<file path="config.mk">
export PLATFORM = sky130hd
export DESIGN_NAME = pfa_ram
export DESIGN_NICKNAME = d
export VERILOG_FILES = /design/src/rtl/pfa_ram.sv
export SDC_FILE = /design/constraint.sdc
export NUM_CORES = 1
export LEC_CHECK = 0
export BUFFER_PORTS_ARGS = -buffer_cell sky130_fd_sc_hd__buf_2
export CAP_MARGIN = 10
export CORE_MARGIN = 2
export CORE_UTILIZATION = 30
export DETAILED_ROUTE_END_ITERATION = 10
export HOLD_SLACK_MARGIN = 0.03
export SLEW_MARGIN = 20
export SYNTH_ARGS = -nofsm -noshare
export SYNTH_HDL_FRONTEND = slang
export SYNTH_SLANG_ARGS = --single-unit
</file>
<file path="constraint.sdc">
create_clock -name i_clk -period 2 [get_ports i_clk]
set_input_delay 0.1 -clock i_clk [delete_from_list [all_inputs] [get_ports i_clk]]
set_output_delay 0.1 -clock i_clk [all_outputs]
set_load 0.005 [all_outputs]
</file>
<file path="src/rtl/pfa_ram.sv">
`timescale 1ns / 1ps
// ----------------------------------------------------------------------------
// Generic synchronous RAM
// One write port and one read port with a registered read.
// ----------------------------------------------------------------------------
module pfa_ram #(
    parameter int WIDTH = 8,
    parameter int DEPTH = 16,
    parameter int ADDR_W = $clog2(DEPTH)
) (
    input  logic              i_clk,
    input  logic              i_we,
    input  logic [ADDR_W-1:0] i_wr_addr,
    input  logic [WIDTH-1:0]  i_wr_data,
    input  logic              i_rd_en,
    input  logic [ADDR_W-1:0] i_rd_addr,
    output logic [WIDTH-1:0]  o_rd_data
);

    logic [WIDTH-1:0] r_mem [DEPTH];
    logic [WIDTH-1:0] r_rd_data;

    always_ff @(posedge i_clk) begin
        if (i_we) begin
            r_mem[i_wr_addr] <= i_wr_data;
        end
        if (i_rd_en) begin
            r_rd_data <= r_mem[i_rd_addr];
        end
    end

    assign o_rd_data = r_rd_data;

endmodule

</file>
==> flow_metrics.env, run 1 <==
export IMPL_nFillCells=1601
export IMPL_post_synth_cell_area_avg_um2=22.8
export IMPL_cap_viol_max_count=0
export IMPL_initial_core_util=0.304
export IMPL_max_slew_margin_rel=0.565
export IMPL_dieArea_um2=18500
export IMPL_critPathBufInv=0
export IMPL_clock_skew_final_ns=0.00735
export IMPL_routedWlPerCell_um=18.8
export IMPL_grt_pass1_wl_um=15200
export IMPL_grt_busiest_layer="met2"
export IMPL_max_freq_ghz=0.671
export IMPL_ctsResizeCount=0
export IMPL_worstHoldPathType="in2reg"
export IMPL_area_delta_synth_final_pct=21.6
export IMPL_cts_buffers_inserted=17
export IMPL_place_hpwl_um=6400
export IMPL_routed_via_density=4.62
export IMPL_syn_area_um2=5230
export IMPL_place_area_um2=5720
export IMPL_dpl_worst_slack_ns=0.277
export IMPL_total_power_mw=6.81
export IMPL_setup_worst_path_start_class="flip-flop"
export IMPL_drt_iter0_markers=198
export IMPL_hold_viol=0
export IMPL_rsz0062_at_grt="false"
export IMPL_fin_crit_sh=0.746
export IMPL_cts_tree="built"
export IMPL_antenna_found_initial=0
export IMPL_final_cell_mix="136 x edfxtp_1, 26 x buf_2, 20 x buf_4"
export IMPL_worstSetupPathType="reg2reg"
export IMPL_yosysSeqAreaShare=0.781
export IMPL_cts_clk_slew_worst_paths_ns=0.06
export IMPL_cp_arrival_ns=1.64
export IMPL_yosysTopAreaCellShare=0.781
export IMPL_clock_sinks=136
export IMPL_post_cts_setup_buffer_count=0
export IMPL_drc=0
export IMPL_switching_share=0.188
export IMPL_power_leakage_nw=2.13
export IMPL_ir_drop_mv=0.612
export IMPL_grt_util_met2=0.172
export IMPL_num_rows=48
export IMPL_critical_path_slowest_cell="mux4_1"
export IMPL_nNetsFinal=304
export IMPL_ys_types=18
export IMPL_first_global_vias=2530
export IMPL_power_density_nw_per_um2=1070
export IMPL_synth_area_leaders="edfxtp_1 78%, mux4_2 7.8%, mux4_1 7.0%, a22oi_1 2.3%, nor2_1 0.93%"
export IMPL_clk_latency_ns=0.41
export IMPL_ioPinCount=27
export IMPL_coreArea_um2=17200
export IMPL_num_vias=2417
export IMPL_clock_path_buffers=2
export IMPL_cts_hold_buf=0
export IMPL_max_stage_delay_ns=0.51
export IMPL_status="finished, final reports clean"
export IMPL_end_kind="flip-flop"
export IMPL_crit_family="multiplexers"
export IMPL_clkPwrFrac=0.484
export IMPL_yosysTopAreaCell="edfxtp_1"
export IMPL_synth_seq_cells=136
export IMPL_grt_ovfl_total=0
export IMPL_gp_congestion=0.713
export IMPL_required_ns=2.15
export IMPL_die_x_um=136
export IMPL_slew_viol_final=0
export IMPL_p_comb_frac=0.042
export IMPL_htree_levels=4
export IMPL_syn_nets=248
export IMPL_wirelength_um=9860
export IMPL_power_switching_mw=1.28
export IMPL_design_area_um2=6360
export IMPL_die_height_um=136
export IMPL_internal_power_mw=5.53
export IMPL_yosysWarnings=0
export IMPL_antenna_cells=0
export IMPL_seq_power_share=0.474
export IMPL_detail_route_antenna_nets=0
export IMPL_final_common_cell="edfxtp_1"
export IMPL_finalCriticalPeriod_ns=1.49
export IMPL_portBuffers=26
export IMPL_tightest_slew_ns=0.650
export IMPL_met1_usage=0.161
export IMPL_tns_ns=0
export IMPL_grt_max_degree=29
export IMPL_path_cells="mux4_1, a22oi_1, nand2_1"
export IMPL_grtUsageMet3=0.0425
export IMPL_drt_pass1_iter_count=4
export IMPL_crit_fanout=1
export IMPL_final_setup_viol_count=0
export IMPL_drive_above_1_share=0.319
export IMPL_layout_setup_ws_ns=0.509
export IMPL_track_usage=0.117
export IMPL_clock_tree_root_cell="clkbuf_16"
export IMPL_syn_inst=229
[metal layers]
| metal | vias to the layer above | wire length [µm] |
|---|---|---|
| met5 | - | 0 |
| met4 | 0 | 93 |
| met3 | 10 | 466 |
| met2 | 58 | 4780 |
| met1 | 1252 | 4520 |
| li1 | 1097 | - |
[cells in the mapped netlist, drive strengths merged]
cell / instances
and2: 1
nand3: 1
nand2b: 2
nand2: 9
edfxtp: 136
nor2: 13
mux4: 32
buf: 7
clkdlybuf4s25: 3
nor3: 4
nand3b: 2
or3b: 1
nor2b: 1
a22oi: 16
and2b: 1
[registers in the layout (all words and copies together), names as in the netlist]
name,flops
o_rd_data,8
r_mem,128
[kinds of logic after synthesis]
group,count (synthesis),share of synthesized area
AO/OA/AOI/OAI,16,0.0230
AND/OR/NAND/NOR,35,0.0314
flip-flops,136,0.781
multiplexers,32,0.148
buffers and inverters,10,0.0165
[cell type report]
class / count / area [µm²] / share of cell area
well taps: 225 / 282 / 0.0443
repair buffers: 47 / 300 / 0.0472
flip-flops and latches: 136 / 4080 / 0.642
multi-input cells: 83 / 1060 / 0.166
clock inverters: 14 / 205 / 0.0323
clock buffers: 18 / 429 / 0.0675
[power by group through the flow]
| stage | registers, mW | logic (mW) | clock network (mW) |
|---|---|---|---|
| floorplan | 3.28 | 0.162 | 0 |
| detailed placement | 3.29 | 0.295 | 0 |
| global placement | 3.29 | 0.288 | 0 |
| finish | 3.23 | 0.288 | 3.30 |
| global route | 3.23 | 0.318 | 3.47 |
| CTS | 3.23 | 0.295 | 3.36 |
[metrics by stage]
| step | hold slack, ns | utilization | cells |
|---|---|---|---|
| 4_1_cts | 0.0469 | 0.370 | 523 |
| 2_1_floorplan | 0.199 | - | 229 |
| 3_5_place_dp | 0.480 | 0.333 | 491 |
| 6_report | 0.0588 | 0.370 | 523 |
| 3_3_place_gp | 0.487 | 0.333 | 491 |
| 5_1_grt | 0.0434 | 0.370 | 523 |
[worst paths after layout]
check,start,to,slack [ns],depth (start not counted)
worst max-delay path,r_mem[1][1],o_rd_data[1],0.51,3
worst min-delay path,i_rd_en,o_rd_data[6],0.06,1
worst max register to register,r_mem[1][1],o_rd_data[1],0.51,3
worst min register to register,r_mem[8][1],o_rd_data[1],0.76,3
Note: power is estimated with default switching activity, not from simulation.
==> run 2: changes to the inputs <==
ABC_AREA = 1   (was unset)
clock period = 1.3 ns   (was 2 ns; I/O delays follow)
==> flow_metrics.env, run 2 <==
export IMPL_status="finished, final reports clean"
export IMPL_syn_nets=570
export IMPL_htree_levels=4
export IMPL_post_cts_setup_buffer_count=0
export IMPL_internal_power_mw=8.13
export IMPL_worstSetupPathType="reg2out"
export IMPL_detail_route_antenna_nets=0
export IMPL_regMostFlops="r_mem"
export IMPL_clock_sinks=136
export IMPL_post_synth_cell_area_avg_um2=10.6
export IMPL_syn_area_um2=5850
export IMPL_hold_worst_slack_ns=0.0421
export IMPL_drc=0
export IMPL_clock_path_buffers=2
export IMPL_yosysMostFrequentCell="nand2_1"
export IMPL_ioPinCount=27
export IMPL_place_hpwl_um=8260
export IMPL_track_usage=0.140
export IMPL_antenna_cells=0
export IMPL_final_common_cell="nand2_1"
export IMPL_die_x_um=144
export IMPL_synth_edf_count=136
export IMPL_dp_cells=844
export IMPL_seq_power_share=0.485
export IMPL_setup_worst_path_start_class="flip-flop"
export IMPL_cts_hold_buf=1
export IMPL_max_freq_ghz=0.900
export IMPL_num_vias=3809
export IMPL_yosysTopAreaCell="edfxtp_1"
export IMPL_cts_buffers_inserted=17
export IMPL_yosysSeqAreaShare=0.698
export IMPL_rsz0062_at_grt="false"
export IMPL_hold_viol=0
export IMPL_fin_crit_sh=0.854
export IMPL_routedWlPerCell_um=15.3
export IMPL_timing_rr_end="o_rd_data[5]"
export IMPL_post_synth_most_frequent_cells="173 x nand2_1, 136 x edfxtp_1, 100 x inv_1"
export IMPL_clkPwrFrac=0.456
export IMPL_end_kind="primary output"
export IMPL_coreArea_um2=19300
export IMPL_die_height_um=144
export IMPL_tightest_slew_ns=0.623
export IMPL_critical_path_slowest_cell="edfxtp_1"
export IMPL_required_ns=1.24
export IMPL_grt_max_degree=42
export IMPL_drt_iter0_markers=321
export IMPL_first_global_vias=3712
export IMPL_worstHoldPathCells=1
export IMPL_drt_pass1_iter_count=6
export IMPL_cp_arrival_ns=1.05
export IMPL_place_area_um2=6400
export IMPL_grt_pass1_wl_um=21000
export IMPL_clock_skew_final_ns=0.00641
export IMPL_final_setup_viol_count=0
export IMPL_path_cells="buf_2"
export IMPL_wirelength_um=13400
export IMPL_grt_ovfl_total=0
export IMPL_multi_input_area_um2=1210
export IMPL_crit_family="flip-flops"
export IMPL_initial_core_util=0.303
export IMPL_design_area_um2=6980
export IMPL_drive_above_1_share=0.129
export IMPL_dominantRegCellSynth="edfxtp_1"
export IMPL_dieArea_um2=20600
export IMPL_synth_area_leaders="edfxtp_1 70%, nand2_1 11%, nand3_1 8.3%, inv_1 6.4%, buf_6 1.2%"
export IMPL_hold_path_end="r_mem[6][2]"
export IMPL_dpl_worst_slack_ns=0.0684
export IMPL_final_cells=877
export IMPL_yosysTopAreaCellShare=0.698
export IMPL_register_area_um2=4080
export IMPL_routed_via_density=4.34
export IMPL_portBuffers=26
export IMPL_worstHoldPathType="in2reg"
export IMPL_async_reset_ff_frac=0
export IMPL_nNetsFinal=618
export IMPL_cts_tree="built"
export IMPL_syn_inst=551
export IMPL_tns_ns=0
export IMPL_finalCriticalPeriod_ns=1.11
export IMPL_max_slew_margin_rel=0.584
export IMPL_cts_clk_slew_worst_paths_ns=0.06
export IMPL_power_density_nw_per_um2=1470
export IMPL_final_cell_mix="173 x nand2_1, 136 x edfxtp_1, 100 x inv_1"
export IMPL_layout_setup_ws_ns=0.189
export IMPL_clock_tree_root_cell="clkbuf_16"
export IMPL_cap_viol_max_count=0
export IMPL_num_rows=51
export IMPL_nFillCells=1936
export IMPL_ys_types=11
export IMPL_largest_register_ffs=128
export IMPL_critPathBufInv=1
export IMPL_r2r_cells=6
export IMPL_gp_congestion=0.757
export IMPL_crit_fanout=1
export IMPL_synth_seq_cells=136
export IMPL_switching_share=0.208
export IMPL_yosysWarnings=0
export IMPL_max_stage_delay_ns=0.46
export IMPL_ctsResizeCount=0
export IMPL_ir_drop_mv=1.04
export IMPL_startpoint="o_rd_data[5]"
export IMPL_regToRegSetupSlack_ns=0.21
export IMPL_slew_viol_final=0
export IMPL_p_comb_frac=0.059
export IMPL_area_delta_synth_final_pct=19.4
export IMPL_power_switching_mw=2.14
export IMPL_hold_start="i_wr_data[2]"
export IMPL_r2r_start="r_mem[11][5]"
export IMPL_clk_latency_ns=0.41
export IMPL_antenna_found_initial=0
export IMPL_power_leakage_nw=2.96
run 2: cell count changes after synthesis, moves of 10 or more:
| cell | change |
|---|---|
| mux4_1 | -14 |
| inv_1 | +100 |
| a22oi_1 | -16 |
| nand2_1 | +164 |
| nand3_1 | +96 |
| mux4_2 | -18 |
| buf_2 | +10 |
run 2: area by class of cell:
| cell class | count | share of cell area |
|---|---|---|
| tap | 265 | 0.0475 |
| clock inverter | 10 | 0.0183 |
| clock buffer | 22 | 0.0636 |
| inverter | 102 | 0.0548 |
| timing repair buffer | 53 | 0.0570 |
| sequential | 136 | 0.585 |
| multi-input combinational | 289 | 0.174 |
run 2: routing by layer:
metal  share of wire  up-vias  GRT usage  routed length [µm]
li1                -     1875          -                   -
met1            0.47     1816      0.194                6290
met2            0.46      103      0.216                6150
met3           0.054       15     0.0273                 718
met4           0.017        0     0.0609                 223
met5               0        -          0                   0
run 2: cell families (layout without fill, tap and decap cells):
logic type	after synthesis	count (layout)	synth area share
buffers and inverters	126	187	0.0939
flip-flops	136	136	0.698
AND/OR/NAND/NOR	289	289	0.208
run 2: power by group through the flow:
stage,clock [mW],sequential (mW),combinational (mW)
finish,4.68,4.97,0.608
global route,4.95,4.98,0.687
CTS,4.76,4.97,0.619
detailed placement,0,5.06,0.611
global placement,0,5.06,0.606
floorplan,0,5.06,0.346
run 2: worst max path at each step:
stage               slack [ns]           end  cells after the start
finish                    0.19  o_rd_data[5]                      1
global route              0.12  o_rd_data[5]                      6
CTS                       0.17  o_rd_data[5]                      1
detailed placement        0.07  o_rd_data[5]                      6
global placement          0.06  o_rd_data[6]                      6
floorplan                 0.28  r_mem[10][0]                      2
run 2: stage by stage:
stage,utilization,total power [mW]
CTS,0.362,10.3
global placement,0.332,5.67
global route,0.362,10.6
detailed placement,0.332,5.67
finish,0.362,10.3
floorplan,-,5.40
==> run 3: changes to the inputs <==
ABC_AREA = unset   (was 1)
SLEW_MARGIN = unset   (was 20)
==> flow_metrics.env, run 3 (same netlist as run 1, synthesis figures left out) <==
export IMPL_status="finished with violations"
export IMPL_violations="negative setup slack"
export IMPL_r2r_cells=4
export IMPL_timing_rr_end="o_rd_data[5]"
export IMPL_cts_buffers_inserted=17
export IMPL_routed_via_density=4.75
export IMPL_end_kind="flip-flop"
export IMPL_track_usage=0.125
export IMPL_nFillCells=1603
export IMPL_hold_start="i_wr_data[4]"
export IMPL_power_leakage_nw=2.13
export IMPL_antenna_cells=0
export IMPL_die_height_um=136
export IMPL_clock_path_buffers=2
export IMPL_drc=0
export IMPL_drt_pass1_iter_count=4
export IMPL_slew_viol_final=0
export IMPL_hold_worst_slack_ns=0.0448
export IMPL_coreArea_um2=17200
export IMPL_hold_viol=0
export IMPL_detail_route_antenna_nets=0
export IMPL_dp_cells=504
export IMPL_worstSetupPathType="reg2reg"
export IMPL_drive_above_1_share=0.381
export IMPL_largest_register_ffs=128
export IMPL_routedWlPerCell_um=19.6
export IMPL_htree_levels=4
export IMPL_final_cell_mix="136 x edfxtp_1, 29 x buf_4, 26 x mux4_2, 26 x buf_2, 17 x clkbuf_16"
export IMPL_portBuffers=26
export IMPL_clk_latency_ns=0.41
export IMPL_antenna_found_initial=1
export IMPL_max_slew_margin_rel=0.432
export IMPL_wirelength_um=10500
export IMPL_power_density_nw_per_um2=1510
export IMPL_final_common_cell="edfxtp_1"
export IMPL_regToRegSetupSlack_ns=-0.15
export IMPL_finalCriticalPeriod_ns=1.45
export IMPL_grt_ovfl_total=0
export IMPL_clock_sinks=136
export IMPL_hold_path_end="r_mem[6][4]"
export IMPL_die_x_um=136
export IMPL_max_freq_ghz=0.688
export IMPL_cp_arrival_ns=1.61
export IMPL_fin_crit_sh=1.12
export IMPL_tightest_slew_ns=0.850
export IMPL_cts_clk_slew_worst_paths_ns=0.05
export IMPL_num_rows=48
export IMPL_place_hpwl_um=7120
export IMPL_cts_tree="built"
export IMPL_r2r_start="r_mem[2][5]"
export IMPL_grt_max_degree=19
export IMPL_ir_drop_mv=1.07
export IMPL_ioPinCount=27
export IMPL_final_cells=537
export IMPL_nNetsFinal=319
export IMPL_cap_viol_max_count=0
export IMPL_drt_iter0_markers=254
export IMPL_area_delta_synth_final_pct=22.7
export IMPL_num_vias=2549
export IMPL_worstHoldPathType="in2reg"
export IMPL_regMostFlops="r_mem"
export IMPL_rsz0062_at_grt="true"
export IMPL_gp_congestion=0.772
export IMPL_clock_tree_root_cell="clkbuf_16"
export IMPL_layout_setup_ws_ns=-0.152
export IMPL_required_ns=1.46
export IMPL_clock_skew_final_ns=0.00920
export IMPL_initial_core_util=0.304
export IMPL_post_cts_setup_buffer_count=0
export IMPL_final_setup_viol_count=8
export IMPL_dieArea_um2=18500
export IMPL_crit_fanout=1
export IMPL_setup_worst_path_start_class="flip-flop"
export IMPL_grt_pass1_wl_um=15800
export IMPL_first_global_vias=2566
export IMPL_worstHoldPathCells=1
==> run 3: cell types whose count changed in the layout (fill, tap and decap cells not counted), moves of 3 or more <==
cell | previous run | this run
a22oi_1 | 0 | 11
a22oi_2 | 0 | 5
buf_4 | 21 | 29
inv_1 | 100 | 0
mux4_1 | 0 | 6
mux4_2 | 0 | 26
nand2_1 | 173 | 8
nand3_1 | 97 | 1
nor2_1 | 17 | 13
nor3_1 | 0 | 3
==> run 3: area by class of cell <==
type,count,area [µm²],share of cell area
clock inverter,11,83.8,0.0131
timing repair buffer,62,468,0.0730
clock buffer,20,437,0.0681
tap,225,282,0.0439
sequential,136,4080,0.637
multi-input combinational,83,1060,0.165
==> run 3: power breakdown <==
group | switching (mW) | leakage (nW) | total [mW] | internal [mW]
Combinational | 0.278 | 0.649 | 0.521 | 0.243
Sequential | 0.0266 | 1.24 | 4.97 | 4.94
Clock | 1.64 | 0.248 | 4.22 | 2.58
Total | 1.95 | 2.13 | 9.71 | 7.76
==> run 3: metal layers <==
metal / vias to the layer above / global-route usage / wire length (µm)
met5: - / 0 / 13
met3: 7 / 0.0481 / 754
met4: 2 / 0.0330 / 80
li1: 1115 / - / -
met2: 94 / 0.184 / 4930
met1: 1331 / 0.173 / 4770
==> run 3: worst max path at each step <==
stage	slack, ns	cells past startpoint	endpoint	start
finish	-0.15	4	o_rd_data[5]	r_mem[2][5]
global route	-0.21	4	o_rd_data[5]	r_mem[2][5]
CTS	-0.17	4	o_rd_data[5]	r_mem[2][5]
detailed placement	-0.42	6	o_rd_data[7]	i_rd_addr[0]
global placement	-0.41	6	o_rd_data[7]	i_rd_addr[0]
floorplan	-0.03	2	r_mem[3][0]	i_wr_addr[2]
==> run 3: repair_timing <==
action                                  4_1_cts  5_1_grt
cloned                                        0        0
pin swaps                                     5        2
hold buffers                                  2        0
endpoints found under the setup margin        8        8
resized for setup                             7        0
hold endpoints to repair                     23        0
==> run 3: through the flow <==
| step | instance area [µm²] | util | power, mW | setup TNS (ns) | worst slack, ns |
|---|---|---|---|---|---|
| floorplan | 5220 | - | 5.31 | -0.946 | -0.0311 |
| global placement | 5850 | 0.341 | 5.56 | -2.74 | -0.407 |
| CTS | 6410 | 0.373 | 9.81 | -0.982 | -0.171 |
| global route | 6410 | 0.373 | 10.0 | -1.35 | -0.213 |
| finish | 6410 | 0.373 | 9.71 | -0.827 | -0.152 |
| detailed placement | 5850 | 0.341 | 5.57 | -3.53 | -0.422 |
==> run 3: worst max-delay path, stage by stage (launching register included) <==
cell and delay, ns:
edfxtp_1 0.36, mux4_2 0.48, a22oi_2 0.17, buf_4 0.15, nand2_2 0.05
